## src/sv/acbd_pkg.sv

```systemverilog
package acbd_pkg;

  localparam int HALVES = 8;

  typedef enum logic {
    OP_LOAD   = 1'b0,
    OP_DECODE = 1'b1
  } op_t;

  typedef enum logic [1:0] {
    REG_PEND0 = 2'd0,
    REG_PEND1 = 2'd1,
    REG_PEND2 = 2'd2,
    REG_LIMIT = 2'd3
  } reg_idx_t;

  typedef struct packed {
    logic        operation;
    logic [15:0] row;
    logic [7:0]  code_first;
    logic [7:0]  code_second;
    logic [1:0]  set_index;
    logic        book_select;
    logic [7:0]  entry_index;
    logic [63:0] entry_low;
    logic [63:0] entry_high;
  } in_item_t;

  typedef struct packed {
    logic [15:0] half_7;
    logic [15:0] half_6;
    logic [15:0] half_5;
    logic [15:0] half_4;
    logic [15:0] half_3;
    logic [15:0] half_2;
    logic [15:0] half_1;
    logic [15:0] half_0;
  } out_item_t;

  // Aligned operands after the first adder stage.
  typedef struct packed {
    logic        special;
    logic [15:0] special_val;
    logic        sub;
    logic        sign;
    logic [4:0]  exp;
    logic [13:0] big;
    logic [13:0] lesser;
    logic        zero_sign;
  } fa_align_t;

  // Raw sum after the second adder stage.
  typedef struct packed {
    logic        special;
    logic [15:0] special_val;
    logic        sign;
    logic [4:0]  exp;
    logic [14:0] sum;
    logic        zero_sign;
  } fa_sum_t;

endpackage

```

## src/sv/acbd_hadd.sv

```systemverilog
// Three-stage binary16 adder, round to nearest even. Sums carry three extra bits
// (guard, round, sticky) below the 11-bit significand.
module acbd_hadd (
  input  logic        clk,
  input  logic        en,
  input  logic [15:0] a,
  input  logic [15:0] b,
  output logic [15:0] y
);
  import acbd_pkg::*;

  fa_align_t al_r, al_nxt;
  fa_sum_t   sm_r, sm_nxt;
  logic [15:0] y_r, y_nxt;

  always_comb begin
    logic a_nan, b_nan, a_inf, b_inf, swap;
    logic [4:0] ea, eb, el, es;
    logic [10:0] ma, mb, ml, ms;
    logic [4:0] d;
    logic [26:0] ext;
    a_nan = (a[14:10] == 5'h1f) && (a[9:0] != 0);
    b_nan = (b[14:10] == 5'h1f) && (b[9:0] != 0);
    a_inf = a[14:0] == 15'h7c00;
    b_inf = b[14:0] == 15'h7c00;
    ea = (a[14:10] == 0) ? 5'd1 : a[14:10];
    eb = (b[14:10] == 0) ? 5'd1 : b[14:10];
    ma = {a[14:10] != 0, a[9:0]};
    mb = {b[14:10] != 0, b[9:0]};
    swap = {eb, mb} > {ea, ma};
    el = swap ? eb : ea;
    es = swap ? ea : eb;
    ml = swap ? mb : ma;
    ms = swap ? ma : mb;
    d = el - es;
    ext = {ms, 16'd0} >> d;
    al_nxt.special = a_nan || b_nan || a_inf || b_inf;
    if (a_nan) al_nxt.special_val = a | 16'h0200;
    else if (b_nan) al_nxt.special_val = b | 16'h0200;
    else if (a_inf && b_inf) al_nxt.special_val = (a[15] == b[15]) ? a : 16'h7e00;
    else if (a_inf) al_nxt.special_val = a;
    else al_nxt.special_val = b;
    al_nxt.sub = a[15] ^ b[15];
    al_nxt.sign = swap ? b[15] : a[15];
    al_nxt.exp = el;
    al_nxt.big = {ml, 3'b000};
    al_nxt.lesser = {ext[26:14], ext[13:0] != 0};
    al_nxt.zero_sign = a[15] & b[15];
  end

  always_comb begin
    sm_nxt.special = al_r.special;
    sm_nxt.special_val = al_r.special_val;
    sm_nxt.sign = al_r.sign;
    sm_nxt.exp = al_r.exp;
    sm_nxt.zero_sign = al_r.zero_sign;
    if (al_r.sub) sm_nxt.sum = {1'b0, al_r.big} - {1'b0, al_r.lesser};
    else sm_nxt.sum = {1'b0, al_r.big} + {1'b0, al_r.lesser};
  end

  // Normalize and round; the exponent is at least one, subnormals keep it.
  always_comb begin
    logic [3:0] lz;
    logic [5:0] e;
    logic [14:0] s;
    logic [13:0] n;
    logic [11:0] q;
    logic rnd;
    logic [6:0] ef;
    lz = 4'd0;
    for (int i = 0; i < 14; i++) begin
      if (sm_r.sum[i] && i <= 13) lz = 4'(13 - i);
    end
    s = sm_r.sum;
    if (s[14]) begin
      n = {s[14:2], s[1] | s[0]};
      e = {1'b0, sm_r.exp} + 6'd1;
    end else begin
      if ({2'b0, lz} >= {1'b0, sm_r.exp} - 6'd1) begin
        n = s[13:0] << (sm_r.exp - 5'd1);
        e = 6'd0;
      end else begin
        n = s[13:0] << lz;
        e = {1'b0, sm_r.exp} - {2'b0, lz};
      end
    end
    rnd = n[2] && (n[1] || n[0] || n[3]);
    q = {1'b0, n[13:3]} + {11'd0, rnd};
    // q overflowing into bit 11 or a subnormal becoming normal bumps the exponent.
    ef = {1'b0, e} + {6'd0, q[11]};
    if (e == 0 && q[10]) ef = 7'd1;
    if (sm_r.special) y_nxt = sm_r.special_val;
    else if (s == 0) y_nxt = {sm_r.zero_sign, 15'd0};
    else if (ef >= 7'd31) y_nxt = {sm_r.sign, 15'h7c00};
    else if (q[11]) y_nxt = {sm_r.sign, ef[4:0], q[10:1]};
    else y_nxt = {sm_r.sign, ef[4:0], q[9:0]};
  end

  always_ff @(posedge clk) begin
    if (en) begin
      al_r <= al_nxt;
      sm_r <= sm_nxt;
      y_r <= y_nxt;
    end
  end

  assign y = y_r;
endmodule

```

## config.mk

```make
export PLATFORM = sky130hd
export DESIGN_NAME = acbd_hadd
export DESIGN_NICKNAME = d
export VERILOG_FILES = /design/src/sv/acbd_pkg.sv /design/src/sv/acbd_hadd.sv
export SDC_FILE = /design/constraint.sdc
export NUM_CORES = 1
export LEC_CHECK = 0
export ABC_CLOCK_PERIOD_IN_PS = 9000
export BUFFER_PORTS_ARGS = -buffer_cell sky130_fd_sc_hd__clkbuf_2
export CAP_MARGIN = 30
export CORE_MARGIN = 3
export CORE_UTILIZATION = 40
export DETAILED_ROUTE_END_ITERATION = 8
export GPL_TIMING_DRIVEN = 0
export SETUP_SLACK_MARGIN = 0.4
export SLEW_MARGIN = 20
export SYNTH_ARGS = -nofsm -noshare
export SYNTH_HDL_FRONTEND = slang
export SYNTH_SLANG_ARGS = --single-unit
```

## constraint.sdc

```tcl
create_clock -name clk -period 9 [get_ports clk]
set_input_delay 1.8 -clock clk [delete_from_list [all_inputs] [get_ports clk]]
set_output_delay 1.8 -clock clk [all_outputs]
set_load 0.03 [all_outputs]
```

After elaboration in Yosys (flattened, before gate mapping)
Cells that the tools add are included.
{"block": "word_totals", "elab_cells": 95, "inputBits": 34, "register_bits": 105, "output_inout_bits": 16}
{"block": "classes", "reduce_logical": 20, "add_sub_neg": 9, "magnitude_cmp": 3, "bitwise_logic": 3, "shift": 3, "n_mux": 36, "n_eq_ne": 5}
{"operator": "16-bit 2-to-1 mux", "n": 7}
{"operator": "4-bit 2-to-1 mux", "n": 14}
{"operator": "15-bit == test (second input constant)", "n": 2}
{"operator": "15-bit 2-to-1 mux", "n": 2}
{"operator": "14-bit 2-to-1 mux", "n": 2}
{"operator": "27-bit by 5-bit >> shifter with 27-bit output", "n": 1}
{"operator": "11-bit 2-to-1 mux", "n": 2}
{"operator": "5-bit 2-to-1 mux", "n": 4}
{"operator": "10-bit nonzero test", "n": 2}
{"operator": "16-bit greater-than comparator", "n": 1}
{"operator": "14-bit by 14-bit adder with 15-bit output", "n": 1}
{"operator": "15-bit zero test", "n": 1}
{"operator": "14-bit by 14-bit subtractor with 15-bit output", "n": 1}
{"operator": "14-bit nonzero test", "n": 1}
{"operator": "14-bit by 4-bit << shifter with 14-bit output", "n": 1}
{"operator": "14-bit by 5-bit << shifter with 14-bit output", "n": 1}
{"operator": "11-bit by 1-bit adder with 12-bit output", "n": 1}
{"operator": "6-bit 2-to-1 mux", "n": 2}
{"operator": "5-bit == test (second input constant)", "n": 2}
{"operator": "5-bit zero test", "n": 2}
{"operator": "10-bit 2-to-1 mux", "n": 1}
{"operator": "5-bit nonzero test", "n": 2}
{"operator": "6-bit by 1-bit adder with 7-bit output", "n": 1}
{"operator": "7-bit by 5-bit greater-or-equal comparator with 1-bit output (second input constant)", "n": 1}
{"operator": "16 further kinds", "n": 24}

Longest topological paths before layout
Gate-level depths: netlist (run 1).
{"block": "logic_depth", "ltp_word": 27, "ltp_mapped": 26, "mapped_depth_nobuf": 22}

Worst setup path after synthesis (run 1)
No wires, ideal clock.
{"block": "synth_path", "kind": "in2reg", "from": "input b[13]", "to": "register al_r[1] (netlist name) (data pin)", "n_path_buf": 4, "t_arrival_ns": 6.437, "path_stages": 21, "setup_time_ns": 0.261, "required_ns": 8.739, "path_slack_ns": 2.302, "path_cell_list": "nor4_1 or2_2 clkbuf_1 ha_1 nand4_1 a211oi_1 nor2_1 a211oi_2 nor2_1 buf_2 clkbuf_1 nor3_1 nor2_1 ha_1 o41a_1 and2_1 buf_2 mux4_2 or4b_1 and2_1 o32a_1"}
{"item": "start: declaration", "line": "acbd_hadd.sv:7", "source": "input logic [15:0] b,"}
{"item": "end signal: assignment", "line": "acbd_hadd.sv:101", "source": "al_r <= al_nxt;"}
{"item": "end: declaration", "line": "acbd_hadd.sv:12", "source": "fa_align_t al_r, al_nxt;"}

==> metrics, run 1 <==
Final #Nets just over 1,000; Post-Route WL ~21,000 um; sequential cell area around 3200 um^2; CP startpoint kind primary input; number of CTS-inserted buffers 9; CP max FO 10; sequential group share of total power 0.329; WS Path Type in2reg; DRT met1 WL roughly 10000 um; area leader, netlist edfxtp_1; Die Wd around 150 um; Max-slew headroom 0.378; combinational share of power 0.474; drt first-iter violations about 500; placed cells 1,176; WL/cell 17.9 um; Final GP Congestion about 0.95; WP data required approximately 9000 ps; Die Ht roughly 150 um; power share of the clock group 0.197; Met3 Routed Length 1150 um; total negative slack 0 ps; Clock Latency Late Sink ~360 ps; vias per cell 5.73; Die Area around 22,000 um^2; post-synth top area share 0.386; Max Used Layer met4; Gate Count Post-Synth approximately 860; GRT Residual Overflow 0; Power Internal approximately 1.2 mW; final non-filler cell total 1,192; Hold Path Class reg2reg; Core ar. ~20,000 um^2; period utilization 0.813; Seq cells post-synth around 110; Worst path max stage delay roughly 460 ps; Rows 51; CTS Root Cell clkbuf_16; Post-route DRC 0; clk slew on worst S/H paths about 70 ps; Layout fillers ~1,900; Max Slew Vio Count 0; CTS tree done; slowest library cell on the worst path o41a_1; Placed Area between 8000 and 9000 um^2; ys async rst share 0; Post-synth EDFFs about 110; Sw Ratio 0.411; Switch Pwr ~0.87 mW; pwr dens around 230 nW/um^2; initial antenna violation count 0; clk_skew 13.7 ps; Starting Density 0.413; quantity of gates resized following cts 0; Highest Clock Rate between 0.1 and 0.15 GHz; pre-CTS WS ~1300 ps; critical path arrival between 7000 and 8000 ps; Hold Buf Count CTS 0; IO Count 50; register area share after synthesis 0.386; syn_nets roughly 950; CTS Sinks 105; multi-input logic area about 4600 um^2; # H-tree levels 3; most frequent cells in the layout edfxtp_1, nand2_1, inv_1, nor2_1, a21oi_1; area delta synth->final 11.5%; Yosys warning count 0; commonest non-fill, non-tap cell in the layout edfxtp_1; routed via count slightly below 7,000; share of layout cells above drive strength 1 0.118; Post-CTS Setup Repair Bufs 0; RSZ-0062 raised after global routing no; clk buf depth 2; first-pass GRT wire length roughly 35,000 um; Initial DRT Pass Iterations 5; final instance area a little over 9000 um^2; Avg Inst Size Synth between 9 and 10 um^2; GRT Overall Usage 0.194; largest net degree at the start of global routing 93; Cell Area, Synth a little over 8000 um^2; final number of hold-violating endpoints 0; number of global-route vias before repair 6,717; Final WS setup ~1700 ps; Detail Route met2 WL 9780 um; diode count 0; Worst setup EP type flip-flop; run status completed; antenna viol nets, final 0; IO buf count 49; slew at the pin with the worst max-slew slack roughly 930 ps; Pleak ~3.6 nW; Synth area leaders edfxtp_1, ha_1, a21oi_1, mux2i_1, o21ai_0; VDD IR max between 0.00008 and 0.00009 V; min Tclk post-route between 7000 and 8000 ps; top_reg_cell synth edfxtp_1; max-cap viol count 0; crit path cell chain clkbuf_2, nor4_1, or2_2, clkbuf_1, ha_1, nand4_1, a211oi_1, nor2_1, a211oi_2, nor2_1, buf_2, clkbuf_1, nor3_1, nor2_1, ha_1, o41a_1, nand2_1, clkbuf_1, mux2i_1, o31ai_1, or4_1, o211a_1, o32a_1; Yosys cell types 85; hpwl dp 16,600 um; setup violators final 0
==> cell families (layout without fill, tap and decap cells) <==
kind of cell	count (synthesis)	count (layout)	synth area share
fa+ha+maj	56	56	0.0876
buf+inv	103	169	0.0493
compound gates	249	249	0.212
flops	105	105	0.386
simple gates	279	279	0.173
mux	36	36	0.0567
xor+xnor	33	33	0.0354
==> area by class of cell <==
cell class | instances | share of cell area
Buffer | 42 | 0.0191
Tap cell | 265 | 0.0364
Timing Repair Buffer | 50 | 0.0309
Inverter | 61 | 0.0251
Clock buffer | 9 | 0.0247
Multi-Input combinational cell | 653 | 0.506
Clock inverter | 7 | 0.0113
Sequential cell | 105 | 0.346
==> worst max-delay path: cells and delay by family <==
kind	cells	cell delay [ps]
buf+inv	5	1210
compound gates	6	1580
mux	1	320
simple gates	9	1970
fa+ha+maj	2	520
==> registers in the layout, summed over array words and instances, names as in the netlist <==
| register | count |
|---|---|
| y | 16 |
| sm_r | 39 |
| al_r | 50 |
==> worst paths after layout <==
| kind | from | end | slack, ps | depth (start not counted) |
|---|---|---|---|---|
| worst max-delay path | b[13] | al_r[1] | 1680 | 23 |
| worst min-delay path | al_r[41] | sm_r[27] | 420 | 0 |
| worst max register to register | sm_r[6] | y[1] | 1690 | 23 |
| worst min register to register | al_r[41] | sm_r[27] | 420 | 0 |
==> synthesized netlist by cell type, types with 6 or more instances <==
cell,n
nand2_1,65
nor2b_1,6
o21ai_0,51
or3_1,8
buf_2,7
a21o_1,12
mux4_2,8
xnor2_1,25
a22oi_1,6
o31ai_1,6
and2_1,9
o211ai_1,13
xor2_1,8
a22o_1,12
o21a_1,6
ha_1,54
nand4_1,13
a21oi_1,56
a211oi_1,15
or2_2,8
nor3_1,23
mux2i_1,26
nand2b_1,13
clkbuf_1,30
nor4_1,13
o21ai_1,8
edfxtp_1,105
inv_1,59
nand3_1,37
nor2_1,59
==> metrics by stage <==
stage	util	power (mW)	hold WS, ps
floorplan	-	1.43	400
global placement	0.442	1.69	403
detailed placement	0.444	1.69	406
CTS	0.460	2.11	420
global route	0.460	2.26	427
finish	0.460	2.12	417
==> power groups by stage <==
stage / logic (mW) / registers, mW / clock network [mW]
after floorplan: 0.719 / 0.709 / 0
after global placement: 0.980 / 0.707 / 0
after detailed placement: 0.982 / 0.707 / 0
after CTS: 0.987 / 0.696 / 0.429
after global routing: 1.11 / 0.704 / 0.452
final: 1.00 / 0.696 / 0.417
==> routing by layer <==
metal | global-route usage | vias up
met4 | 0.0764 | 0
met3 | 0.0216 | 46
li1 | - | 3367
met1 | 0.270 | 3188
met2 | 0.310 | 233
met5 | 0 | -
No activity file was read; power rests on OpenSTA's default activity.
==> run 2: changes to the inputs <==
- ABC_CLOCK_PERIOD_IN_PS: 9000 -> 7100
- clock period: 9 -> 7.1 ns (I/O delays scaled with it)
==> metrics, run 2 (synthesis results as in run 1) <==
clk slew on worst S/H paths about 70 ps; Largest Register al_r; CTS Sinks ~110; crit path cell chain clkbuf_2, nor4_1, nor2b_2, ha_1, nand4_1, a211oi_2, nor2_1, a211oi_2, nor2_2, clkbuf_4, clkbuf_2, nor3_1, nor2_1, ha_1, o41a_1, and2_1, buf_2, mux2_2, a21boi_1, or4b_1, and2_1, o32a_1; Final #Nets a little over 1,000; Hold Path Class reg2reg; Pleak between 3 and 4 nW; Switch Pwr ~1.1 mW; CTS tree done; Layout fillers about 1,900; Post-route DRC 0; combinational share of power 0.483; number of global-route vias before repair about 6,700; GRT Residual Overflow 0; diode count 0; CP top delay family simple AND/OR/NAND/NOR gates; Clock Latency Late Sink around 360 ps; period utilization 0.900; setup violators final 0; GRT Overall Usage 0.194; run status completed; Starting Density 0.413; pwr dens approximately 300 nW/um^2; CP max FO 10; most frequent cells in the layout edfxtp_1, nand2_1, inv_1, nor2_1, clkbuf_2; Power Internal around 1.6 mW; Max-slew headroom 0.343; largest net degree at the start of global routing 93; area delta synth->final 14.0%; CP startpoint kind primary input; Die Wd 149 um; Worst Hold Slack roughly 420 ps; share of layout cells above drive strength 1 0.156; Core ar. approximately 20,000 um^2; Sw Ratio 0.413; sequential cell area approximately 3200 um^2; met2 Use GR 0.309; Final WS setup between 700 and 800 ps; # H-tree levels 3; pre-CTS WS -215 ps; Post-Route WL approximately 21,000 um; worst path bufs/invs 4; slowest library cell on the worst path or4b_1; first-pass GRT wire length around 35,000 um; max-cap viol count 0; Final GP Congestion ~0.95; VDD IR max roughly 0.00011 V; power share of the clock group 0.194; Worst path max stage delay ~480 ps; sequential group share of total power 0.323; commonest non-fill, non-tap cell in the layout edfxtp_1; drt first-iter violations approximately 510; critical path arrival around 6500 ps; grt peak-use layer met2; clk buf depth 2; Die Ht about 150 um; IO Count 50; antenna viol nets, final 0; initial antenna violation count 0; Max Slew Vio Count 0; Initial DRT Pass Iterations 5; WP data required just over 7000 ps; met3 usage 0.0225; RSZ-0062 raised after global routing no; hpwl dp 16,600 um; routed via count just under 7,000; min Tclk post-route 6390 ps; IO buf count between 40 and 50; Worst setup EP type flip-flop; final number of hold-violating endpoints 0; Die Area ~22,000 um^2; WL/cell around 18 um; CTS Root Cell clkbuf_16; WS Path Type in2reg; slew at the pin with the worst max-slew slack roughly 1000 ps; max reg flops 50; number of CTS-inserted buffers 9; Rows between 50 and 60; Highest Clock Rate 0.156 GHz; multi-input logic area between 4000 and 5000 um^2; final core occ 0.471; Global Route met1 Usage 0.270; clk_skew 13.6 ps; vias per cell approximately 5.8
[run 2: changes by cell type in the layout (fill, tap and decap cells not counted), moves of 3 or more]
cell / before / now
nor3_2: 1 / 4
nor3_1: 23 / 20
buf_4: 0 / 4
clkbuf_1: 30 / 23
a211oi_1: 15 / 11
a211oi_2: 1 / 5
nor2_1: 59 / 55
clkbuf_2: 48 / 55
nor2_2: 0 / 4
[run 2: power by group through the flow]
stage | combinational [mW] | sequential (mW) | clock [mW]
after global placement | 1.24 | 0.896 | 0
final | 1.32 | 0.884 | 0.529
after global routing | 1.45 | 0.894 | 0.573
after floorplan | 0.911 | 0.899 | 0
after CTS | 1.28 | 0.882 | 0.544
after detailed placement | 1.24 | 0.896 | 0
[run 2: layout make-up]
type / instances / area share
flip-flops and latches: 105 / 0.339
inverters: 61 / 0.0246
clock buffers: 9 / 0.0242
clock inverters: 7 / 0.0110
well taps: 265 / 0.0356
repair buffers: 54 / 0.0335
plain buffers: 42 / 0.0199
multi-input cells: 653 / 0.512
[run 2: path summary, 6_finish.rpt]
check | from | end | slack [ps] | depth (start not counted)
worst max-delay path | a[14] | al_r[1] | 710 | 22
worst min-delay path | al_r[41] | sm_r[27] | 420 | 0
worst max register to register | sm_r[6] | y[1] | 730 | 22
worst min register to register | al_r[41] | sm_r[27] | 420 | 0
[run 2: metrics by stage]
stage	instances	TNS, ps	power, mW	cell area (um^2)
global placement	1175	-363	2.14	8740
floorplan	861	0	1.81	8170
global route	1196	0	2.92	9310
finish	1196	0	2.73	9310
CTS	1193	0	2.70	9180
detailed placement	1176	-215	2.14	8780
[run 2: timing repair]
action                     CTS  global route
gates resized for setup     15            29
hold buffers                 0             0
setup endpoints to repair   14            16
pin swaps                    1             2
buffers inserted             1             3
[run 2: routing by layer]
metal	vias to the layer above	routed length, um
li1	3386	-
met5	-	0
met1	3261	9780
met2	240	9870
met4	0	660
met3	43	1110
